### config.mk
export PLATFORM = sky130hd
export DESIGN_NAME = vfd_ctrl
export DESIGN_NICKNAME = d
export VERILOG_FILES = /design/src/rtl/vfd_pkg.sv /design/src/rtl/vfd_ctrl.sv
export VERILOG_INCLUDE_DIRS = /design/src /design/src/rtl
export SDC_FILE = /design/constraint.sdc
export NUM_CORES = 1
export LEC_CHECK = 0
export BUFFER_PORTS_ARGS = -buffer_cell sky130_fd_sc_hd__buf_2
export CORE_AREA = 4 4 41 43
export CTS_CLUSTER_DIAMETER = 60
export DETAILED_ROUTE_END_ITERATION = 12
export DIE_AREA = 0 0 45 47
export GPL_TIMING_DRIVEN = 0
export PLACE_DENSITY = 0.66
export SLEW_MARGIN = 20
export SYNTH_ARGS = -nofsm -noshare
export SYNTH_HDL_FRONTEND = slang
export SYNTH_SLANG_ARGS = --single-unit
### constraint.sdc
create_clock -name clk -period 1.8 [get_ports clk]
set_clock_uncertainty 0.05 [all_clocks]
set_input_delay 0.18 -clock clk [delete_from_list [all_inputs] [get_ports clk]]
set_output_delay 0.18 -clock clk [all_outputs]
set_load 0.05 [all_outputs]
### src/rtl/assert_macros.svh
// assertion helpers; expect clk and arst_n in scope
`ifndef ASSERT_MACROS_SVH
`define ASSERT_MACROS_SVH

// checked only out of reset
`define ASSERT_CLK(lbl, prop, msg) \
	lbl: assert property (@(posedge clk) disable iff (!arst_n) prop) else $error(msg);

// checked at every edge, reset included
`define ASSERT_ALWAYS(lbl, prop, msg) \
	lbl: assert property (@(posedge clk) prop) else $error(msg);

`endif

### src/rtl/vfd_pkg.sv
`timescale 1ns / 1ps
package vfd_pkg;
	localparam int MAX_DEPTH = 32768;
	localparam int ADDR_W = 15;
	localparam int LEN_W = ADDR_W + 1;
	localparam int SAMPLE_W = 24;
	localparam int RATE_W = 19;
	localparam int POS_W = 31;
	localparam int CFG_W = 17;
	localparam int CFG_IDX_W = 3;

	localparam logic [CFG_IDX_W-1:0] REG_BUFFER_LENGTH = 3'd0;
	localparam logic [CFG_IDX_W-1:0] REG_RATE_SLEW = 3'd1;
	localparam logic [CFG_IDX_W-1:0] REG_DEAD_ZONE = 3'd2;
	localparam logic [CFG_IDX_W-1:0] REG_COLLISION_ZONE = 3'd3;
	localparam logic [CFG_IDX_W-1:0] REG_RAMP_SCALE = 3'd4;
	localparam logic [CFG_IDX_W-1:0] REG_FEEDBACK_GAIN = 3'd5;
	localparam logic [CFG_IDX_W-1:0] REG_WET_MIX = 3'd6;

	localparam logic [15:0] RST_BUFFER_LENGTH = 16'd21845;
	localparam logic [16:0] RST_RATE_SLEW = 17'd33;
	localparam logic [10:0] RST_DEAD_ZONE = 11'd5;
	localparam logic [12:0] RST_COLLISION_ZONE = 13'd100;
	localparam logic [16:0] RST_RAMP_SCALE = 17'd690;
	localparam logic [15:0] RST_FEEDBACK_GAIN = 16'd26214;
	localparam logic [15:0] RST_WET_MIX = 16'd32768;
	localparam logic [POS_W-1:0] RST_POSITION = 31'd715816960;
	localparam logic signed [RATE_W-1:0] RST_RATE = 19'sd65536;
	localparam logic [16:0] UNITY_Q16 = 17'd65536;
	localparam logic [15:0] UNITY_Q15 = 16'd32768;

	typedef enum logic [1:0] {MUL_INTERP, MUL_VOL, MUL_FB, MUL_MIX} mul_op_t;
	typedef enum logic [1:0] {VOL_ZERO, VOL_RAMP, VOL_ONE} vol_sel_t;

	typedef enum logic [4:0] {
		ST_CLEAR, ST_IDLE, ST_SLEW, ST_ADV, ST_WRAP, ST_MOD, ST_DIST, ST_RDHI,
		ST_RAMP, ST_VOL, ST_INTERP, ST_RL, ST_VOLM, ST_RV, ST_FBM, ST_STORE,
		ST_MIXM, ST_OUT
	} vfd_state_t;

	typedef struct packed {
		logic accept;
		logic slew;
		logic advance;
		logic wrap;
		logic mod_step;
		logic locate;
		logic rd_hi;
		logic ramp;
		logic vol;
		logic mul_en;
		mul_op_t mul_op;
		logic take_interp;
		logic take_vol;
		logic store;
		logic out_load;
		logic clear;
	} vfd_cmd_t;

	typedef struct packed {
		logic clear_done;
		logic wrap_mod;
		logic mod_last;
	} vfd_status_t;

	function automatic logic signed [SAMPLE_W-1:0] sat_sample(input logic signed [31:0] v);
		logic signed [31:0] hi;
		logic signed [31:0] lo;
		hi = 32'sd8388607;
		lo = -32'sd8388608;
		if (v > hi)
			sat_sample = hi[SAMPLE_W-1:0];
		else if (v < lo)
			sat_sample = lo[SAMPLE_W-1:0];
		else
			sat_sample = v[SAMPLE_W-1:0];
	endfunction
endpackage

### src/rtl/vfd_ctrl.sv
`timescale 1ns / 1ps
`include "assert_macros.svh"
module vfd_ctrl import vfd_pkg::*; (
	input logic clk,
	input logic arst_n,
	input logic in_valid,
	output logic in_stall,
	output logic out_valid,
	input logic out_stall,
	input vfd_status_t status,
	output vfd_cmd_t cmd
);
	vfd_state_t state_q;
	vfd_state_t state_d;
	logic out_valid_q;
	logic slot_free;

	assign slot_free = !out_valid_q || !out_stall;
	assign in_stall = (state_q != ST_IDLE);
	assign out_valid = out_valid_q;

	always_comb begin
		state_d = state_q;
		case (state_q)
			ST_CLEAR: if (status.clear_done) state_d = ST_IDLE;
			ST_IDLE: if (in_valid) state_d = ST_SLEW;
			ST_SLEW: state_d = ST_ADV;
			ST_ADV: state_d = ST_WRAP;
			ST_WRAP: state_d = status.wrap_mod ? ST_MOD : ST_DIST;
			ST_MOD: if (status.mod_last) state_d = ST_DIST;
			ST_DIST: state_d = ST_RDHI;
			ST_RDHI: state_d = ST_RAMP;
			ST_RAMP: state_d = ST_VOL;
			ST_VOL: state_d = ST_INTERP;
			ST_INTERP: state_d = ST_RL;
			ST_RL: state_d = ST_VOLM;
			ST_VOLM: state_d = ST_RV;
			ST_RV: state_d = ST_FBM;
			ST_FBM: state_d = ST_STORE;
			ST_STORE: state_d = ST_MIXM;
			ST_MIXM: state_d = ST_OUT;
			ST_OUT: if (slot_free) state_d = ST_IDLE;
			default: state_d = ST_IDLE;
		endcase
	end

	always_comb begin
		cmd = '0;
		case (state_q)
			ST_CLEAR: cmd.clear = 1'b1;
			ST_IDLE: cmd.accept = in_valid;
			ST_SLEW: cmd.slew = 1'b1;
			ST_ADV: cmd.advance = 1'b1;
			ST_WRAP: cmd.wrap = 1'b1;
			ST_MOD: cmd.mod_step = 1'b1;
			ST_DIST: cmd.locate = 1'b1;
			ST_RDHI: cmd.rd_hi = 1'b1;
			ST_RAMP: cmd.ramp = 1'b1;
			ST_VOL: cmd.vol = 1'b1;
			ST_INTERP: begin
				cmd.mul_en = 1'b1;
				cmd.mul_op = MUL_INTERP;
			end
			ST_RL: cmd.take_interp = 1'b1;
			ST_VOLM: begin
				cmd.mul_en = 1'b1;
				cmd.mul_op = MUL_VOL;
			end
			ST_RV: cmd.take_vol = 1'b1;
			ST_FBM: begin
				cmd.mul_en = 1'b1;
				cmd.mul_op = MUL_FB;
			end
			ST_STORE: begin
				cmd.store = 1'b1;
				cmd.mul_op = MUL_FB;
			end
			ST_MIXM: begin
				cmd.mul_en = 1'b1;
				cmd.mul_op = MUL_MIX;
			end
			ST_OUT: cmd.out_load = slot_free;
			default: ;
		endcase
	end

	always_ff @(posedge clk or negedge arst_n) begin
		if (!arst_n) begin
			state_q <= ST_CLEAR;
			out_valid_q <= 1'b0;
		end else begin
			state_q <= state_d;
			if (cmd.out_load)
				out_valid_q <= 1'b1;
			else if (!out_stall)
				out_valid_q <= 1'b0;
		end
	end

	`ASSERT_ALWAYS(a_stall_while_clearing, (state_q == ST_CLEAR) |-> in_stall, "item taken during clear")
	`ASSERT_CLK(a_one_item_in_flight, (in_valid && !in_stall) |=> in_stall, "second item taken while busy")
endmodule

==> After elaboration in Yosys (flattened, before gate mapping) <==
Index checks and enable logic that the tools add are counted.
{ "word_totals": {"register_bits": 6, "input_bits": 7, "word_cells": 56, "out_inout_bits": 19} }
{ "op_classes": {"n_reduce_logical": 7, "n_mux": 24, "eq_ne": 23} }
{ "ops": {"columns": ["op", "count"], "rows": [
  ["case mux 5 bit (18 select lines)", 1],
  ["equality test 5 x 4 -> 1 bit, second input constant", 8],
  ["equality test 5 x 3 -> 1 bit, second input constant", 4],
  ["2-to-1 mux 5 bit", 4],
  ["2-to-1 mux 1 bit", 17],
  ["equality test 5 x 2 -> 1 bit, second input constant", 2],
  ["equality test 5 bit, second input constant", 2],
  ["!= test 2 bit, second input constant", 4],
  ["case mux 2 bit (3 select lines)", 1],
  ["equality test 5 x 1 -> 1 bit, second input constant", 1],
  ["zero test 5 bit", 1],
  ["!= test 5 x 1 -> 1 bit, second input constant", 1],
  ["AND reduction 4 bit", 1],
  ["OR reduction 4 bit", 1],
  ["zero test 1 bit", 2],
  ["2-to-1 mux 2 bit", 1],
  ["!= test 2 x 1 -> 1 bit, second input constant", 1],
  ["OR reduction 2 bit", 1],
  ["logical OR 1 bit", 1]
]} }

==> Logic depth before layout (Yosys ltp) <==
Gate-level depths: netlist of run 1.
{ "depth": {"word_depth": 4, "ltp_mapped": 4} }

==> Worst setup path before layout of run 1 <==
OpenSTA, ideal clock, no wires.
{ "synth_path": {"kind": "register to output", "startpoint": "register state_q[2]", "endpoint": "output port cmd[16] (netlist name)", "path_stages_with_launch": 3, "required_time_ns": 1.570, "arrival_ns": 2.236, "path_slack_ns": -0.666, "path_cell_list": "dfrtp_1 -> or2_4 -> nor4_1"} }
{ "synth_rtl": {"columns": ["item", "line_no", "text"], "rows": [
  ["from (decl)", "vfd_ctrl.sv:13", "vfd_state_t state_q;"],
  ["from (signal assigned)", "vfd_ctrl.sv:92", "state_q <= state_d;"],
  ["to (decl)", "vfd_ctrl.sv:11", "output vfd_cmd_t cmd"]
]} }

==> results.ini, run 1 <==
[logic_synthesis]
synth-compound-area-share=0.163
synth.mux.area_fraction=0.0201
postSynthCellCount=67
netlist.top_cell.by_area=dfrtp_1
area_share_of_and_or_nand_nor_cells_after_synthesis=0.407
synth_seq_area_share=0.302
postSynthNetCount=74
synthAdderAreaFrac=0
combinational_family_with_the_most_area_after_synthesis=simple AND/OR/NAND/NOR gates
synth_top_area_frac=0.302
ys_ff_latch=6
syn-cell-area_um2=498
yosys_warnings=0
synth.distinct_cells=24
synth_top_cells_by_area=dfrtp_1 30%, nor2_1 12%, nand2_1 9.8%
yosys.area_share.xor_xnor=0.0352
post_synth.cell_area_avg_um2=7.43

[detailed_routing]
drt_drc_violations_left=0
ant_nets=0
drt-total-wl_um=1300
avgRoutedWirePerCell_um=11.7
via_count=548
first_pass_iters=4
drt-vias-per-instance=4.94
iter_0_drt_violations=7

[critical_path]
timing.critical_path.from=state_q[2]
worstSetupStartpointType=flip-flop
reg2reg_from=state_q[2]
worst_setup_path_end_kind=output port
cp_data_arrival_time_ns=1.49
criticalPathCategory=reg2out
crit_path_max_fanout=8
critPathRequiredTime_ns=1.57

[floorplanning]
core_region_area_mm2=0.00130
dieHeight_um=47
die_area_mm2=0.00212
fp.dieW_um=45
floorplan.initialDensity=0.383
top_ports=26
row_count=13

[global_route]
grt.met1_usage=0.177
grt.total_usage=0.139
grt_max_degree=11
grt_pass1_vias=509
grt.met3_usage=0.0728
grt.busiest_layer=met2
grt_use_met2=0.218
grt.overflow.total=0
first_pass_grt_wire_length_um=2110
antenna_found_initial=0

[final_layout]
antenna-diode-count=0
fill_count=138
area_delta_synth_final_pct=47.5
drive_gt1_frac=0.490
fin_area_um2=734
post_layout_nonfiller_instances=111
num-nets-final=105

[clock_network]
root_buffer=clkbuf_4
cts.sinks=6
cts-root-to-sink-buffers=2
tritoncts=yes
cts_post_setup_buffers_inserted=0
path_clk_slew_ns=0.04
number_of_levels_the_h_tree_was_split_into=1
worst_skew_pair.late_latency_ns=0.25
tritoncts.num_buffers=3

[sta]
report.final.hold_viol_count=0
highest_clock_frequency_the_design_can_meet_mhz=581
max_slew_margin=0.798
rsz0062_at_grt=yes
final_max_slew_viol_count=0
timing.hold.ws_ns=0.106
worst_tran_pin_value_ns=0.302
min_period_ns=1.72
setup_violations=0
timing.final.crit_share=0.956

[power]
power-per-cell-area_mw_per_mm2=2210
vdd_drop_max_uv=985
finalPower_mw=1.62
leakage_nw=0.376

[worst_hold_path]
hold_path.startpoint=status[2]
min_path_type=in2reg

[run_status]
run_status=finished, final reports clean

[place]
dpl_cell_area_um2=666
port-buffer-count=25
dp_cells=107
hpwlAfterDp_um=1050
place.gp.congestion=0.742

[flow_run]
drv_cap=0

==> cells in the mapped netlist, drive strengths merged <==
library cell / instances
nor4b: 1
nand2b: 1
nor2: 16
nand3: 4
dfrtp: 6
inv: 4
nand2: 13
or2: 1
nor3: 2
o22ai: 2
a21oi: 3
o31a: 1
nor3b: 1
buf: 3
nor4: 1
a211oi: 1
nor2b: 2
xor2: 1
xnor2: 1
o32a: 1
mux2i: 1
o41ai: 1
==> registers in the layout, indices dropped and copies added (netlist names) <==
| register | count |
|---|---|
| state_q | 5 |
| out_valid | 1 |
==> stage by stage <==
| stage | setup slack (ns) | utilization | TNS [ns] |
|---|---|---|---|
| final | 0.0796 | 0.564 | 0 |
| after global routing | -0.00271 | 0.564 | -0.00729 |
| after detailed placement | 0.253 | 0.512 | 0 |
| after floorplan | -0.0981 | - | -0.105 |
| after CTS | 0.00328 | 0.544 | 0 |
| after global placement | 0.230 | 0.512 | 0 |
==> power breakdown <==
part           switching, mW  internal [mW]  leakage [nW]
Combinational          0.859          0.385         0.288
Sequential            0.0600          0.193        0.0737
Clock                 0.0497         0.0755        0.0138
==> layout make-up <==
class | instances | area [um^2] | area share
Buffer | 3 | 23.8 | 0.0324
Clock buffer | 3 | 22.5 | 0.0307
Inverter | 4 | 15.0 | 0.0204
Multi-Input combinational cell | 54 | 345 | 0.470
Sequential cell | 6 | 151 | 0.206
Tap cell | 15 | 18.8 | 0.0256
Timing Repair Buffer | 26 | 158 | 0.215
==> worst max-delay path, stage by stage (launching register included) <==
cell and delay [ns]:
dfrtp_1 0.47, or2_4 0.32, nor4_2 0.22, buf_4 0.24
==> what timing repair did <==
| item | 4_1_cts | 5_1_grt |
|---|---|---|
| hold buffers | 1 | 0 |
| gates resized for setup | 4 | 15 |
| endpoints found under the hold margin | 6 | 0 |
| endpoints found under the setup margin | 4 | 16 |
==> cells by family (layout without fill, tap and decap cells) <==
kind of cell	Yosys count	after routing
and+or+nand+nor	42	42
AOI/OAI and AO/OA	9	9
buffers and inverters	7	36
DFF	6	6
xor gates and xnor gates	2	2
muxes	1	1
==> placed cells by master, fill, tap and decap left out, types with 2 or more instances in the layout <==
cell and instances:
o22ai_1 2, dfrtp_1 5, inv_1 3, a21oi_2 2, nand2_1 12, buf_2 17, clkbuf_4 5, buf_4 8
nor2_1 15, nor3_2 2, nand3_1 4, nor2b_2 2
==> routing by layer <==
metal | up-vias | routed length (um)
met2 | 19 | 601
li1 | 284 | -
met1 | 245 | 590
met4 | 0 | 0
met3 | 0 | 108
met5 | - | 0
==> worst paths after layout <==
kind / to / cells past startpoint / slack [ns]
max: cmd[16] / 3 / 0.08
min: state_q[0] / 2 / 0.11
max reg2reg: state_q[0] / 3 / 0.48
min reg2reg: out_valid / 2 / 0.48
max in group asynchronous: state_q[4] / 2 / 1.31
min in group asynchronous: state_q[0] / 2 / 0.23
Power figures use the tool's default switching activity.
==> inputs of run 2 (changes only) <==
--- a/config.mk
+++ b/config.mk
@@ -7,10 +7,10 @@
 export NUM_CORES = 1
 export LEC_CHECK = 0
 export BUFFER_PORTS_ARGS = -buffer_cell sky130_fd_sc_hd__buf_2
-export CORE_AREA = 4 4 41 43
+export CORE_AREA = 2 2 39 41
 export CTS_CLUSTER_DIAMETER = 60
 export DETAILED_ROUTE_END_ITERATION = 12
-export DIE_AREA = 0 0 45 47
+export DIE_AREA = 0 0 41 43
 export GPL_TIMING_DRIVEN = 0
 export PLACE_DENSITY = 0.66
 export SLEW_MARGIN = 20
==> results.ini, run 2 (same netlist as run 1, synthesis figures left out) <==
[clock_network]
cts_post_setup_buffers_inserted=0  ; unchanged
path_clk_slew_ns=0.04  ; about the same
number_of_levels_the_h_tree_was_split_into=1  ; unchanged
cts-root-to-sink-buffers=2  ; unchanged
root_buffer=clkbuf_4
tritoncts=yes
tritoncts.num_buffers=3  ; unchanged
cts.sinks=6  ; unchanged
worst_skew_pair.late_latency_ns=0.24  ; about the same

[critical_path]
cp_data_arrival_time_ns=1.50  ; about the same
reg2reg_from=state_q[2]
critical_path_end=cmd[16]
cp_slowest_cell=dfrtp_1
r2r_slack_ns=0.46  ; -0.02 ns
criticalPathCategory=reg2out
timing.critical_path.from=state_q[2]
critPathRequiredTime_ns=1.57  ; about the same
ff2ff_path_depth=3  ; unchanged
crit_chain=or2_4, nor4_2, buf_4
worst_path_largest_cell_delay_ns=0.47  ; about the same
worst_setup_path_end_kind=output port
crit_path_max_fanout=8  ; unchanged
reg2reg_to=state_q[0]
worstSetupStartpointType=flip-flop

[sta]
worst_tran_pin_value_ns=0.296  ; -0.00594 ns
report.final.hold_viol_count=0  ; unchanged
timing.final.crit_share=0.960  ; +0.00427
max_slew_margin=0.802  ; +0.00398
final.setup.tns_ns=0  ; unchanged
layout_setup_ws_ns=0.0719  ; -0.00768 ns
min_period_ns=1.73  ; +0.00768 ns
timing.hold.ws_ns=0.127  ; +0.0213 ns
highest_clock_frequency_the_design_can_meet_mhz=579  ; -0.44%
final_max_slew_viol_count=0  ; unchanged
setup_violations=0  ; unchanged

[final_layout]
area_delta_synth_final_pct=48.2
postLayoutCoreUtil=0.533  ; -0.0310
post_layout_nonfiller_instances=112  ; +0.90%
num-nets-final=105  ; unchanged
drive_gt1_frac=0.490  ; unchanged
largest-register=state_q
fill_count=138  ; unchanged
max_ffs_per_register=5  ; unchanged
most_used_cells_in_the_layout_excluding_fill_and_tap_cells=18 x buf_2, 14 x nor2_1, 13 x nand2_1, 10 x clkbuf_4, 5 x dfrtp_1
layout.cells.most_common=buf_2
antenna-diode-count=0  ; unchanged

[place]
port-buffer-count=25  ; unchanged
place.gp.congestion=0.731  ; -1.4%
dp_cells=108  ; +0.93%
hpwlAfterDp_um=971  ; -7.9%
post-place-ws_ns=0.222  ; -0.0308 ns

[detailed_routing]
via_count=551  ; +0.55%
iter_0_drt_violations=9  ; +2
first_pass_iters=4  ; unchanged
avgRoutedWirePerCell_um=11.5  ; -1.9%
ant_nets=0  ; unchanged
drt_drc_violations_left=0  ; unchanged
drt-vias-per-instance=4.92  ; -0.35%
drt-total-wl_um=1290  ; -1.0%

[worst_hold_path]
min_path_type=in2reg

[global_route]
grt_pass1_vias=464  ; -8.8%
antenna_found_initial=0  ; unchanged
grt_max_degree=11  ; unchanged
grt.total_usage=0.166  ; +0.0265
grt.overflow.total=0  ; unchanged
first_pass_grt_wire_length_um=2010  ; -4.6%

[power]
vdd_drop_max_uv=926  ; -6.1%
leakage_nw=0.373  ; -0.80%
power-per-cell-area_mw_per_mm2=2190  ; -0.68%

[run_status]
run_status=finished, final reports clean

[floorplanning]
floorplan.initialDensity=0.360  ; -0.0228
die_area_mm2=0.00176  ; -17%
top_ports=26  ; unchanged
core_region_area_mm2=0.00138  ; +6.3%
dieHeight_um=43  ; -8.5%
fp.dieW_um=41  ; -8.9%
row_count=14  ; +1

[flow_run]
drv_cap=0  ; unchanged

## run 2: per-layer routing
| metal | wire (um) | vias up | part of all wire | global-route usage |
|---|---|---|---|---|
| met2 | 623 | 17 | 0.48 | 0.209 |
| met5 | 0 | - | 0 | 0 |
| met1 | 586 | 250 | 0.46 | 0.257 |
| met3 | 77 | 0 | 0.060 | 0.0524 |
| li1 | - | 284 | - | - |
| met4 | 0 | 0 | 0 | 0.0600 |
## run 2: metrics by stage
stage	total power [mW]	cell area, um^2
after floorplan	1.22	522
after global placement	1.44	667
after detailed placement	1.45	667
after CTS	1.59	704
after global routing	1.73	738
final	1.62	738
## run 2: timing repair
action,in CTS,in global routing
endpoints found under the hold margin,6,0
hold buffers,1,0
setup endpoints to repair,5,15
resized for setup,2,14
pin swaps,0,0
## run 2: worst min-delay path by stage
stage | start | end | slack, ns | cells past startpoint
6_report | status[2] | state_q[0] | 0.13 | 2
5_1_grt | status[2] | state_q[0] | 0.12 | 2
4_1_cts | status[2] | state_q[0] | 0.12 | 2
3_5_place_dp | arst_n | state_q[3] | -0.04 | 1
3_3_place_gp | arst_n | state_q[3] | -0.04 | 1
2_1_floorplan | arst_n | out_valid | -0.17 | 0
## run 2: cell type report
type	count	area [um^2]	area share
plain buffers	3	23.8	0.0322
clock buffers	3	22.5	0.0305
inverters	4	15.0	0.0203
multi-input cells	54	350	0.475
flip-flops and latches	6	151	0.205
well taps	16	20.0	0.0271
repair buffers	26	155	0.210
## run 2: power breakdown
group | switching, mW | total [mW] | internal, mW | leakage, nW
logic | 0.866 | 1.24 | 0.378 | 0.285
clock network | 0.0435 | 0.119 | 0.0751 | 0.0138
registers | 0.0640 | 0.257 | 0.193 | 0.0737
total | 0.973 | 1.62 | 0.645 | 0.373
## run 2: critical path, delay by kind of cell, from the launching register on
kind | cells | cell delay (ns)
flip-flops | 1 | 0.47
buffers and inverters | 1 | 0.24
AND/OR/NAND/NOR | 2 | 0.54
==> inputs of run 3 (changes only) <==
--- a/config.mk
+++ b/config.mk
@@ -6,13 +6,13 @@
 export SDC_FILE = /design/constraint.sdc
 export NUM_CORES = 1
 export LEC_CHECK = 0
-export BUFFER_PORTS_ARGS = -buffer_cell sky130_fd_sc_hd__buf_2
 export CORE_AREA = 2 2 39 41
 export CTS_CLUSTER_DIAMETER = 60
 export DETAILED_ROUTE_END_ITERATION = 12
 export DIE_AREA = 0 0 41 43
+export DONT_BUFFER_PORTS = 1
 export GPL_TIMING_DRIVEN = 0
-export PLACE_DENSITY = 0.66
+export PLACE_DENSITY = 0.5
 export SLEW_MARGIN = 20
 export SYNTH_ARGS = -nofsm -noshare
 export SYNTH_HDL_FRONTEND = slang
==> constraint.sdc (replaced) <==
create_clock -name clk -period 1.9 [get_ports clk]
set_clock_uncertainty 0.05 [all_clocks]
set_input_delay 0.19 -clock clk [delete_from_list [all_inputs] [get_ports clk]]
set_output_delay 0.19 -clock clk [all_outputs]
set_load 0.05 [all_outputs]
==> results.ini, run 3 (same netlist as run 1, synthesis figures left out) <==
[final_layout]
postLayoutCoreUtil=0.558  ; +0.0244
max_ffs_per_register=5  ; unchanged
layout.cells.most_common=nand2_1
num-nets-final=87  ; -17%
largest-register=state_q
area_delta_synth_final_pct=55.0
final-seq-area_um2=153  ; +0.83%
most_used_cells_in_the_layout_excluding_fill_and_tap_cells=12 x nand2_1, 10 x nor2_4, 8 x buf_4, 5 x nor2_1
fin_area_um2=772  ; +4.6%
drive_gt1_frac=0.526  ; +0.0361
antenna-diode-count=0  ; unchanged
multi_input_area_um2=475  ; +36%
fill_count=124  ; -10%
post_layout_nonfiller_instances=94  ; -16%

[sta]
timing.final.crit_share=0.987
max_slew_margin=0.515  ; -0.287
highest_clock_frequency_the_design_can_meet_mhz=533
final.setup.tns_ns=0  ; unchanged
final_max_slew_viol_count=0  ; unchanged
worst_tran_pin_value_ns=0.722  ; +0.426 ns
min_period_ns=1.88
rsz0062_at_grt=yes
report.final.hold_viol_count=0  ; unchanged
setup_violations=0  ; unchanged

[place]
dpl_cell_area_um2=534  ; -20%
place.gp.congestion=0.735  ; +0.55%
dp_cells=83  ; -23%
port-buffer-count=0  ; -100%
hpwlAfterDp_um=919  ; -5.4%

[detailed_routing]
ant_nets=0  ; unchanged
via_count=520  ; -5.6%
first_pass_iters=4  ; unchanged
drt_drc_violations_left=0  ; unchanged
drt-vias-per-instance=5.53  ; +12%
avgRoutedWirePerCell_um=15.2  ; +32%
drt-total-wl_um=1430  ; +11%
iter_0_drt_violations=18  ; +9

[clock_network]
cts.sinks=6  ; unchanged
cts-root-to-sink-buffers=2  ; unchanged
root_buffer=clkbuf_4
tritoncts=yes
worst_skew_pair.late_latency_ns=0.24  ; about the same
path_clk_slew_ns=0.05  ; about the same
number_of_levels_the_h_tree_was_split_into=1  ; unchanged
tritoncts.num_buffers=3  ; unchanged

[global_route]
grt_max_degree=11  ; unchanged
grt_pass1_vias=454  ; -2.2%
grt.total_usage=0.171  ; +0.00521
first_pass_grt_wire_length_um=2050  ; +1.7%
grt.overflow.total=0  ; unchanged
antenna_found_initial=0  ; unchanged

[floorplanning]
row_count=14  ; unchanged
dieHeight_um=43  ; unchanged
core_region_area_mm2=0.00138  ; unchanged
fp.dieW_um=41  ; unchanged
die_area_mm2=0.00176  ; unchanged
top_ports=26  ; unchanged
floorplan.initialDensity=0.360  ; unchanged

[critical_path]
worstSetupStartpointType=flip-flop
critPathRequiredTime_ns=1.66  ; +0.09 ns
criticalPathCategory=reg2out
worst_setup_path_end_kind=output port
cp_data_arrival_time_ns=1.64  ; +0.14 ns
crit_path_max_fanout=7  ; -1

[flow_run]
drv_cap=0  ; unchanged

[worst_hold_path]
min_path_type=in2reg

[run_status]
run_status=finished, final reports clean

-- run 3: changes by cell type in the layout (fill, tap and decap cells not counted), sizes merged --
| cell | before | now |
|---|---|---|
| clkbuf | 10 | 3 |
| buf | 21 | 10 |
-- run 3: final cells by class --
class	count	share of cell area
plain buffers	3	0.0308
repair buffers	8	0.0810
clock buffers	3	0.0292
multi-input cells	54	0.616
flip-flops and latches	6	0.198
well taps	16	0.0259
inverters	4	0.0194
-- run 3: per-layer routing --
| layer | part of all wire | vias up | wire length (um) | GRT usage |
|---|---|---|---|---|
| met4 | 0 | 0 | 0 | 0.0200 |
| li1 | - | 253 | - | - |
| met3 | 0.069 | 0 | 99 | 0.0995 |
| met1 | 0.46 | 247 | 656 | 0.253 |
| met2 | 0.47 | 20 | 671 | 0.219 |
| met5 | 0 | - | 0 | 0 |
-- run 3: final timing paths --
check / start / to / slack [ns] / cells after the start
setup / recovery: state_q[1] / cmd[16] / 0.02 / 3
hold / removal: out_stall / out_valid / 0.02 / 2
setup reg to reg: state_q[1] / state_q[0] / 0.49 / 5
hold reg to reg: state_q[4] / state_q[2] / 0.54 / 1
max in group asynchronous: arst_n / state_q[2] / 1.35 / 1
min in group asynchronous: arst_n / state_q[3] / 0.21 / 1
-- run 3: through the flow --
step	hold WS, ns	setup slack (ns)
finish	0.0171	0.0246
global route	0.0105	-0.0485
CTS	0.0103	-0.232
detailed placement	-0.155	-0.0792
global placement	-0.155	-0.0837
floorplan	-0.156	-0.00809
-- run 3: critical path, stage by stage, from the launching register on --
cell and delay [ns]:
dfrtp_1 0.36, buf_6 0.13, or2_4 0.28, nor4_4 0.62
-- run 3: what timing repair did --
item                                    in CTS  in global routing
pin swaps                                    2                  7
setup buffers                                0                  7
endpoints found under the setup margin      16                 14
gates resized for setup                     21                 16
hold buffers                                 1                  0
endpoints found under the hold margin        6                  0
Power of run 3 is left out: the tool's default activity adds up to more than one toggle a clock period on the data nets, which glitch-free logic cannot reach.
